`config.mk`:
```
export PLATFORM = sky130hd
export DESIGN_NAME = interval_motif_matcher
export DESIGN_NICKNAME = d
export VERILOG_FILES = /design/src/rtl/core/imm_pkg.sv /design/src/rtl/core/imm_cell.sv /design/src/rtl/core/interval_motif_matcher.sv
export SDC_FILE = /design/constraint.sdc
export NUM_CORES = 1
export LEC_CHECK = 0
export ABC_AREA = 1
export BUFFER_PORTS_ARGS = -buffer_cell sky130_fd_sc_hd__buf_2
export CORE_MARGIN = 2
export CORE_UTILIZATION = 45
export DETAILED_ROUTE_END_ITERATION = 8
export GPL_TIMING_DRIVEN = 0
export SYNTH_ARGS = -nofsm -noshare
export SYNTH_HDL_FRONTEND = slang
export SYNTH_HIERARCHICAL = 1
export SYNTH_SLANG_ARGS = --single-unit
```
`constraint.sdc`:
```
create_clock -name clk -period 16 [get_ports clk]
set_clock_uncertainty 0.15 [all_clocks]
set_input_delay 3.2 -clock clk [delete_from_list [all_inputs] [get_ports clk]]
set_output_delay 3.2 -clock clk [all_outputs]
set_load 0.05 [all_outputs]
```
`src/rtl/core/imm_pkg.sv`:
```
// Package for the interval motif matcher: field widths, configuration
// register indexes, reset values, the cell control struct and a pattern helper.
// No dependencies.
package imm_pkg;

    localparam int PITCH_W    = 7;
    localparam int IVL_W      = 8;
    localparam int TOL_W      = 7;
    localparam int PLEN_W     = 4;
    localparam int PAT_W      = 64;
    localparam int PAT_ELEMS  = 8;
    localparam int CFG_IDX_W  = 2;

    typedef enum logic [CFG_IDX_W-1:0] {
        CFG_PATTERN_LENGTH    = 2'd0,
        CFG_TOLERANCE         = 2'd1,
        CFG_PATTERN_INTERVALS = 2'd2
    } cfg_index_t;

    localparam logic [PLEN_W-1:0] PLEN_RESET = 4'd3;
    localparam logic [TOL_W-1:0]  TOL_RESET  = 7'd1;
    localparam logic [PAT_W-1:0]  PAT_RESET  = 64'd0;

    // Per-cycle control shared by every cell of the row.
    typedef struct packed {
        logic shift;
        logic clear;
    } cell_ctrl_t;

    // Returns signed pattern byte k; byte 0 sits in the lowest bits.
    function automatic logic signed [IVL_W-1:0] pat_byte(
        input logic [PAT_W-1:0] pat,
        input logic [2:0]       k
    );
        return pat[{k, 3'b000} +: IVL_W];
    endfunction

endpackage

```
`src/rtl/core/imm_cell.sv`:
```
// One window cell of the interval motif matcher: holds one interval and its
// valid bit, and compares the incoming interval against one pattern element.
// Depends on imm_pkg.
module imm_cell
    import imm_pkg::*;
(
    input  logic                     clk,
    input  logic                     rst_n,
    input  cell_ctrl_t               ctrl,
    input  logic signed [IVL_W-1:0]  shift_in,
    input  logic                     valid_in,
    input  logic signed [IVL_W-1:0]  pat_elem,
    input  logic        [TOL_W-1:0]  tolerance,
    output logic signed [IVL_W-1:0]  value,
    output logic                     valid_out,
    output logic                     hit
);

    logic signed [IVL_W-1:0] value_reg;
    logic signed [IVL_W-1:0] value_next;
    logic                    valid_reg;
    logic                    valid_next;
    logic signed [IVL_W+1:0] diff;
    logic        [IVL_W+1:0] mag;

    always_comb
    begin
        value_next = value_reg;
        valid_next = valid_reg;
        if (ctrl.clear)
        begin
            value_next = '0;
            valid_next = 1'b0;
        end
        else if (ctrl.shift)
        begin
            value_next = shift_in;
            valid_next = valid_in;
        end
    end

    always_ff @(posedge clk or negedge rst_n)
    begin
        if (!rst_n)
        begin
            value_reg <= '0;
            valid_reg <= 1'b0;
        end
        else
        begin
            value_reg <= value_next;
            valid_reg <= valid_next;
        end
    end

    // The compare looks at the value this cell takes on the current shift.
    always_comb
    begin
        diff = (IVL_W+2)'(shift_in) - (IVL_W+2)'(pat_elem);
        mag  = diff[IVL_W+1] ? (IVL_W+2)'(-diff) : (IVL_W+2)'(diff);
        hit  = valid_in && (mag <= (IVL_W+2)'(tolerance));
    end

    assign value     = value_reg;
    assign valid_out = valid_reg;

endmodule

```
`src/rtl/core/interval_motif_matcher.sv`:
```
// Top level of the interval motif matcher: configuration registers, pitch
// history, the row of window cells and the output register.
// Depends on imm_pkg and imm_cell.
//
// Usage: each input word carries one pitch of a single voice, in start order,
// and a new_sequence flag that marks the first note of a sequence. For every
// accepted word the block returns one output word: the interval to the
// previous pitch, window_match when the newest pattern_length intervals each
// lie within tolerance of the configured pattern (oldest interval against
// pattern element 0), and any_match, which stays set until the next
// new_sequence. The first note of a sequence gives interval 0 and no match.
//
// The window is a row of MAX_PATTERN cells; each cell holds one interval and
// a valid bit and passes both to its neighbor on every accepted word that does
// not start a sequence, while all cells compare in parallel. A result appears
// in the cycle after its input word is accepted, and one word is taken per
// cycle unless the receiver stalls. The single output register frees when
// the receiver takes the word, so in_ready stays high while out_ready is high;
// when the receiver stalls, the held result waits and in_ready drops until taken.
//
// Reset clears the history and the output valid flag and loads the
// configuration defaults (length 3, tolerance 1, all-zero pattern). The user
// must write configuration only while no word is in flight; not enforced here.
module interval_motif_matcher
    import imm_pkg::*;
#(
    parameter int MAX_PATTERN = 8
)
(
    input  logic                     clk,
    input  logic                     rst_n,
    input  logic                     in_valid,
    output logic                     in_ready,
    input  logic        [PITCH_W-1:0] pitch,
    input  logic                     new_sequence,
    output logic                     out_valid,
    input  logic                     out_ready,
    output logic signed [IVL_W-1:0]  interval,
    output logic                     window_match,
    output logic                     any_match,
    input  logic                     cfg_we,
    input  logic      [CFG_IDX_W-1:0] cfg_index,
    input  logic        [PAT_W-1:0]  cfg_data
);

    localparam int LW = $clog2(MAX_PATTERN + 1);
    localparam int CW = (LW > PLEN_W) ? LW : PLEN_W;

    // Configuration registers.
    logic [PLEN_W-1:0] plen_reg;
    logic [TOL_W-1:0]  tol_reg;
    logic [PAT_W-1:0]  pat_reg;

    always_ff @(posedge clk or negedge rst_n)
    begin
        if (!rst_n)
        begin
            plen_reg <= PLEN_RESET;
            tol_reg  <= TOL_RESET;
            pat_reg  <= PAT_RESET;
        end
        else if (cfg_we)
        begin
            unique case (cfg_index)
                CFG_PATTERN_LENGTH:    plen_reg <= cfg_data[PLEN_W-1:0];
                CFG_TOLERANCE:         tol_reg  <= cfg_data[TOL_W-1:0];
                CFG_PATTERN_INTERVALS: pat_reg  <= cfg_data;
                default:               ;
            endcase
        end
    end

    // Effective pattern length, clamped to one through MAX_PATTERN.
    logic [CW-1:0] plen_ext;
    logic [CW-1:0] len_eff;

    always_comb
    begin
        plen_ext = CW'(plen_reg);
        if (plen_ext == '0)
            len_eff = CW'(1);
        else if (plen_ext > CW'(MAX_PATTERN))
            len_eff = CW'(MAX_PATTERN);
        else
            len_eff = plen_ext;
    end

    // Handshake: the output register frees when its word is taken.
    logic in_fire;
    logic out_valid_reg;

    assign in_ready = !out_valid_reg || out_ready;
    assign in_fire  = in_valid && in_ready;

    // Interval to the previous pitch; zero on the first note of a sequence.
    logic        [PITCH_W-1:0] prev_pitch_reg;
    logic signed [IVL_W-1:0]   ivl;

    assign ivl = new_sequence ? '0
               : IVL_W'({1'b0, pitch}) - IVL_W'({1'b0, prev_pitch_reg});

    always_ff @(posedge clk or negedge rst_n)
    begin
        if (!rst_n)
            prev_pitch_reg <= '0;
        else if (in_fire)
            prev_pitch_reg <= pitch;
    end

    // Row of window cells. Link 0 feeds the newest interval into cell 0.
    cell_ctrl_t              ctrl;
    logic signed [IVL_W-1:0] link_value [0:MAX_PATTERN];
    logic                    link_valid [0:MAX_PATTERN];
    logic [MAX_PATTERN-1:0]  hit;
    logic [MAX_PATTERN-1:0]  active;

    assign ctrl.clear    = in_fire && new_sequence;
    assign ctrl.shift    = in_fire && !new_sequence;
    assign link_value[0] = ivl;
    assign link_valid[0] = 1'b1;

    for (genvar j = 0; j < MAX_PATTERN; j++)
    begin : g_cell
        localparam logic [CW-1:0] J = CW'(j);
        logic [CW-1:0]           sel;
        logic signed [IVL_W-1:0] pat_elem;

        // Cell j holds the interval j places back; it meets pattern element
        // (length - 1 - j). Elements past the stored eight read as zero.
        assign active[j] = (J < len_eff);
        assign sel       = len_eff - J - CW'(1);
        assign pat_elem  = (sel < CW'(PAT_ELEMS)) ? pat_byte(pat_reg, sel[2:0]) : '0;

        imm_cell u_cell (
            .clk       (clk),
            .rst_n     (rst_n),
            .ctrl      (ctrl),
            .shift_in  (link_value[j]),
            .valid_in  (link_valid[j]),
            .pat_elem  (pat_elem),
            .tolerance (tol_reg),
            .value     (link_value[j+1]),
            .valid_out (link_valid[j+1]),
            .hit       (hit[j])
        );
    end

    // A window matches when the word does not start a sequence and every cell
    // inside the pattern length takes a valid interval that lies within tolerance.
    logic win;
    logic match_seen_reg;
    logic match_seen_next;

    assign win             = !new_sequence && (&(hit | ~active));
    assign match_seen_next = new_sequence ? 1'b0 : (match_seen_reg || win);

    always_ff @(posedge clk or negedge rst_n)
    begin
        if (!rst_n)
            match_seen_reg <= 1'b0;
        else if (in_fire)
            match_seen_reg <= match_seen_next;
    end

    // Output register.
    logic signed [IVL_W-1:0] interval_reg;
    logic                    window_match_reg;
    logic                    any_match_reg;

    always_ff @(posedge clk or negedge rst_n)
    begin
        if (!rst_n)
            out_valid_reg <= 1'b0;
        else if (in_fire)
            out_valid_reg <= 1'b1;
        else if (out_ready)
            out_valid_reg <= 1'b0;
    end

    always_ff @(posedge clk)
    begin
        if (in_fire)
        begin
            interval_reg     <= ivl;
            window_match_reg <= win;
            any_match_reg    <= match_seen_next;
        end
    end

    assign out_valid    = out_valid_reg;
    assign interval     = interval_reg;
    assign window_match = window_match_reg;
    assign any_match    = any_match_reg;

`ifndef SYNTHESIS
    a_result_follows: assert property (@(posedge clk) disable iff (!rst_n)
        in_valid && in_ready |=> out_valid)
        else $error("accepted word produced no result");

    a_fresh_clean: assert property (@(posedge clk) disable iff (!rst_n)
        in_valid && in_ready && new_sequence |=> interval == '0 && !window_match)
        else $error("first note of a sequence gave a nonzero interval or a match");

    a_sticky: assert property (@(posedge clk) disable iff (!rst_n)
        out_valid && window_match |-> any_match)
        else $error("window match without sticky match flag");
`endif

endmodule

```
==> summary.md, run 1 <==
| Metric | Value |
|---|---|
| Wire per inst | roughly 16 um |
| Outcome | complete, no violations |
| Standby leakage power | ~9.5 nW |
| DRC violations left | 0 |
| Final hold viol count | 0 |
| F_max | about 130 MHz |
| Post-route clock period utilization | 48.3% |
| Leftover overflow at the end of global routing | 0 |
| Die Height | 190 um |
| Detailed-route wire length | approximately 48000 um |
| Placed cell count | roughly 2900 |
| Multi-input gate area in the final layout | ~9500 um2 |
| Antenna viol nets, final | 0 |
| Number of cells in the finished layout apart from fillers | roughly 3000 |
| Signal arrival time at the worst endpoint | just under 8 ns |
| Maximum number of buffers from clock root to sink | 2 |
| Width of the chip | between 150 and 200 um |
| Tot Pwr | between 3 and 4 mW |
| Post-DP HPWL | 38900 um |
| Type of the worst setup path | in -> reg |
| Count of input and output buffers | 90 |
| Setup slack after layout | roughly 8.3 ns |
| Maximum fanout along the worst path | 6 |
| Highest ir drop seen on vdd | approximately 79 uV |
| Net count of the finished layout | ~2700 |
| Pre-Repair DR Iteration Count | 5 |
| Fill cells | roughly 3600 |
| Relative area change from synthesis to final layout | 10.7% |
| Largest register FFs | between 60 and 70 |
| Number of vias in the routed layout | roughly 15000 |
| CTS Hold Bufs | 0 |
| Final non-filler cell area | about 17000 um2 |
| Total I/O pin count | between 90 and 100 |
| Depth of the worst hold-timing path | 2 |
| Post-Route Setup TNS | 0 ns |
| Num CTS Buffers | 17 |
| Cell with the largest stage delay on the worst path | sky130_fd_sc_hd__ha_1 |
| Worst path required time | roughly 16 ns |
| Total power per unit cell area | roughly 190 nW/um2 |
| Area of the placeable core | between 30000 and 40000 um2 |
| Max_slew headroom | 20.9% |
| Standard-cell rows | just under 70 |
| RSZ-0062 raised after global routing | false |
| Wire length of the first global-routing pass | roughly 75000 um |
| Register area | 3980 um2 |
| Post-synthesis cell area | 15500 um2 |
| Fraction of layout cells with a size suffix above 1 | between 10 and 15% |
| Library cell appearing most often on the critical path | sky130_fd_sc_hd__nand2_1 |
| Post-Syn Instances | roughly 2400 |
| Antenna fix cells | 0 |
| Overall track demand over capacity in global routing | around 27% |
| Kind of path behind the tightest hold check | reg -> reg |
| Critical path's largest stage delay | roughly 0.37 ns |
| Critical Path Source Type | input pin |
| Worst reg-to-reg path cell count | 36 |
| Post-CTS Repair Setup Buffers | 0 |
| Clock net sink count | roughly 160 |
| Iteration-0 DRC Markers | 1175 |
| Root buf cell | sky130_fd_sc_hd__clkbuf_16 |
| Dpl ws | 7.86 ns |
| Insertion delay of the later-clocked pin in the worst-skew pair | approximately 0.44 ns |
| Avg Inst Size Synth | about 6.5 um2 |
| Count of synthesis-stage warnings from yosys | 6 |
| Number of max-cap violations | 0 |
| Number of resized instances in the post-cts repair step | 0 |
| Final min period | 7.73 ns |
| Number of antenna violations at the first check in global routing | 0 |
| Util after Layout | about 50% |
| Via density per instance | 5.10 |
| Endpoint kind of the worst setup timing path | flip-flop |
| Synth Net Count | 2617 |
| Slew at the pin with the worst max-slew slack | approximately 1.2 ns |
| Via count of the first global-routing pass | between 10000 and 15000 |
| Cell area after placement | 16600 um2 |
| Pins over their slew limit | 0 |
| CTS tree | built |
| Effective utilization at floorplan | between 40 and 50% |
| Pin count of the biggest net entering global routing | 77 |
| CTS clk-pin slew, worst paths | 0.07 ns |
| Last weighted congestion value of the routability-driven placer | between 1 and 1.5 |
| Final worst hold slack | roughly 0.36 ns |
| H-tree lvl count | 4 |
| Die area | ~36000 um2 |
| Final Setup Violations | 0 |
## path summary, 6_finish.rpt
check                                              start                            end  slack [ns]
max in group asynchronous                          rst_n        plen_ext[1]$_DFFE_PN1P_       12.24
max reg2reg                      plen_ext[1]$_DFFE_PN1P_            any_match$_DFFE_PP_        9.12
min in group asynchronous                          rst_n        pat_reg[23]$_DFFE_PN0P_        2.61
min                        prev_pitch_reg[0]$_DFFE_PN0P_  prev_pitch_reg[0]$_DFFE_PN0P_        0.36
max                                             pitch[4]            any_match$_DFFE_PP_        8.27
min reg2reg                prev_pitch_reg[0]$_DFFE_PN0P_  prev_pitch_reg[0]$_DFFE_PN0P_        0.36
## final cells by class
class	count	area share, %
Timing Repair Buffer	91	2.82
Sequential cell	157	23.2
Multi-Input combinational cell	1704	55.2
Clock inverter	11	0.743
Tap cell	455	3.31
Buffer	55	1.51
Inverter	476	10.4
Clock buffer	21	2.80
## layer usage
metal  track usage [%]  up-vias  routed length [um]
li1                  -     7712                   -
met1              35.8     6947               21800
met2              44.2      416               21400
met3              4.30       83                2680
met4              10.3        0                1850
met5                 0        -                   0
## where the power goes
group / internal, mW / total (mW) / switching (mW)
combinational: 0.900 / 2.41 / 1.51
clock: 0.249 / 0.428 / 0.179
sequential: 0.447 / 0.498 / 0.0519
## worst max-delay path, delay by kind of cell
kind	cells	cell delay, ns
buffers and inverters	2	0.17
XOR/XNOR	1	0.18
AO/OA/AOI/OAI	8	1.40
adder cells (fa/ha/maj)	3	1.02
AND/OR/NAND/NOR	16	1.90
## layout by cell type, fill, tap and decap left out, drive strengths merged, types with 14 or more instances in the layout
cell and instances:
nand2 691, or2 21, ha 137, nand3 226, buf 121, nand4 22
o21ai 145, nor2 228, a21oi 117, xnor2 20, xor2 18, inv 479
o22ai 23, dfrtp 144, mux2 14, clkbuf 46
Note: power is estimated with default switching activity, not from simulation.
==> run 2: changes to the inputs <==
ABC_AREA = 0   (was 1)
clock period = 7 ns   (was 16 ns; I/O delays follow)
==> summary.md, run 2 <==
| Metric | Value |
|---|---|
| Area of the placeable core | 32300 um2 (-5.8%) |
| Commonest non-fill, non-tap cell in the layout | sky130_fd_sc_hd__nor2_1 |
| Setup slack after layout | 0.231 ns (-8.04 ns) |
| Endpoint kind of the worst setup timing path | flip-flop |
| Final non-filler cell area | 16700 um2 (-3.1%) |
| Via count of the first global-routing pass | 11700 (-19%) |
| Critical register-to-register path startpoint | plen_ext[0]$_DFFE_PN1P_ |
| Antenna viol nets, final | 0 (unchanged) |
| Standard-cell rows | 66 (-2.9%) |
| Root buf cell | sky130_fd_sc_hd__clkbuf_16 |
| Effective utilization at floorplan | 45.3% (about the same) |
| H-tree lvl count | 4 (unchanged) |
| Post-DP HPWL | 33400 um (-14%) |
| Final min period | ~6.8 ns |
| Post-Syn Instances | 1532 (-36%) |
| Startpoint of the tightest hold check path | prev_pitch_reg[0]$_DFFE_PN0P_ |
| Net count of the finished layout | 1891 (-31%) |
| Detailed-route wire length | 42000 um (-12%) |
| Highest ir drop seen on vdd | 230 uV (+190%) |
| Hold Path End | prev_pitch_reg[0]$_DFFE_PN0P_ |
| Total power per unit cell area | 496 nW/um2 (+150%) |
| Iteration-0 DRC Markers | 877 (-25%) |
| Post-synthesis cell area | 14600 um2 (-5.8%) |
| Final worst hold slack | 0.361 ns (+0.00354 ns) |
| CP delay by family, top | compound AO/OA/AOI/OAI gates |
| Cell with the largest stage delay on the worst path | sky130_fd_sc_hd__dfstp_2 |
| Last weighted congestion value of the routability-driven placer | 0.982 (-2.4%) |
| Wire per inst | 19.8 um (+24%) |
| Relative area change from synthesis to final layout | 13.9% |
| Capture point of the worst reg-to-reg path | any_match$_DFFE_PP_ |
| Met1 Routed Length | 19500 um (-10%) |
| Final Setup Violations | 0 (unchanged) |
| Worst path required time | 7.13 ns (-9.01 ns) |
| CTS tree | built |
| Critical path's largest stage delay | 0.53 ns (+0.16 ns) |
| Final hold viol count | 0 (unchanged) |
| Number of vias in the routed layout | 12000 (-21%) |
| Via density per instance | 5.67 (+11%) |
| Max_slew headroom | 42.0% (+21 points) |
| Number of max-cap violations | 0 (unchanged) |
| Count of synthesis-stage warnings from yosys | 6 (unchanged) |
| Critical Path Source Type | flip-flop |
| Count of input and output buffers | 89 (-1.1%) |
| Pre-Repair DR Iteration Count | 6 (+1) |
| F_max | 148 MHz |
| Outcome | complete, no violations |
| Library cell appearing most often on the critical path | sky130_fd_sc_hd__buf_6 |
| Met2 Wirelength | 18600 um (-13%) |
| Wire length of the first global-routing pass | 66000 um (-12%) |
| Insertion delay of the later-clocked pin in the worst-skew pair | 0.45 ns (about the same) |
| Standby leakage power | 7.37 nW (-23%) |
| Total I/O pin count | 91 (unchanged) |
| Maximum fanout along the worst path | 10 (+4) |
| Num CTS Buffers | 17 (unchanged) |
| Register-to-Register Setup Slack | 0.23 ns (-8.89 ns) |
| Die area | 33900 um2 (-5.7%) |
| Type of the worst setup path | reg -> reg |
| DRC violations left | 0 (unchanged) |
| Dpl ws | -1.02 ns (-8.88 ns) |
| Antenna fix cells | 0 (unchanged) |
| Uppermost metal layer occupied by signal nets | met4 |
| Number of buffer and inverter stages on the critical path | 5 (+3) |
| Util after Layout | 51.6% (+1.5 points) |
| Fraction of layout cells with a size suffix above 1 | 21.6% (+9.2 points) |
| Post-route clock period utilization | a little over nine tenths |
| Width of the chip | 184 um (-2.9%) |
| Largest register FFs | 64 (unchanged) |
| CTS clk-pin slew, worst paths | 0.07 ns (about the same) |
| Pin count of the biggest net entering global routing | 77 (unchanged) |
| Clock net sink count | 157 (unchanged) |
| Cell area after placement | 15700 um2 (-5.5%) |
| Slew at the pin with the worst max-slew slack | 0.864 ns (-0.319 ns) |
| Met3 Routed Length | 2250 um (-16%) |
| Leftover overflow at the end of global routing | 0 (unchanged) |
| Die Height | 184 um (-2.9%) |
| Overall track demand over capacity in global routing | 25.5% (-1.5 points) |
| Avg Inst Size Synth | 9.54 um2 (+47%) |
| Pins over their slew limit | 0 (unchanged) |
| Signal arrival time at the worst endpoint | 6.90 ns (-0.97 ns) |
| CTS Hold Bufs | 0 (unchanged) |
| Highest-count cells in the layout ignoring fill and taps | sky130_fd_sc_hd__nor2_1 (162), sky130_fd_sc_hd__inv_1 (144), sky130_fd_sc_hd__dfrtp_1 (144) |
| Kind of path behind the tightest hold check | reg -> reg |
| Worst reg-to-reg path cell count | 29 (-19%) |
| Depth of the worst hold-timing path | 2 (unchanged) |
| Maximum number of buffers from clock root to sink | 2 (unchanged) |
| Number of antenna violations at the first check in global routing | 0 (unchanged) |
[run 2: worst reg2reg max path: cells and delay by family, from the launching register on]
kind | cells | cell delay [ns]
compound gates | 13 | 2.57
fa+ha+maj | 4 | 1.04
buf+inv | 5 | 0.67
flops | 1 | 0.53
mux | 3 | 1.06
simple gates | 4 | 0.62
[run 2: per-stage QoR]
step	total power, mW	setup TNS (ns)	instances
floorplan	5.62	0	1534
global placement	6.76	-2.79	2065
detailed placement	6.90	-2.87	2066
CTS	8.10	0	2109
global route	8.96	-0.00925	2121
finish	8.25	0	2121
[run 2: worst max path at each step]
stage	from	to	slack [ns]	depth (start not counted)
2_1_floorplan	plen_ext[0]$_DFFE_PN1P_	any_match$_DFFE_PP_	0.47	30
3_3_place_gp	plen_ext[0]$_DFFE_PN1P_	any_match$_DFFE_PP_	-1.01	30
3_5_place_dp	plen_ext[0]$_DFFE_PN1P_	any_match$_DFFE_PP_	-1.02	30
4_1_cts	plen_ext[0]$_DFFE_PN1P_	any_match$_DFFE_PP_	0.01	29
5_1_grt	plen_ext[0]$_DFFE_PN1P_	any_match$_DFFE_PP_	-0.009	33
6_report	plen_ext[0]$_DFFE_PN1P_	any_match$_DFFE_PP_	0.23	29
[run 2: timing repair]
action                                  4_1_cts  5_1_grt
buffers inserted                             12       12
endpoints found under the setup margin        3        3
resized for setup                            25       24
pin swaps                                    10       20
[run 2: power by group]
part	leakage (nW)	switching, mW	total [mW]	internal [mW]
Clock	0.286	0.381	0.974	0.594
Combinational	5.12	3.27	6.06	2.79
Sequential	1.96	0.187	1.22	1.04
[run 2: layer usage]
metal,up-vias,track usage (%)
met5,-,0
met4,0,10.5
met3,67,2.79
met1,5787,36.0
met2,362,39.8
li1,5806,-
[run 2: layout make-up]
type,instances,area (um2)
buffer,48,299
clock buffer,24,483
clock inverter,8,130
fill,3001,15600
inverter,146,548
multi-input combinational,1182,10000
sequential,157,3980
tap,442,553
timing repair buffer,114,659
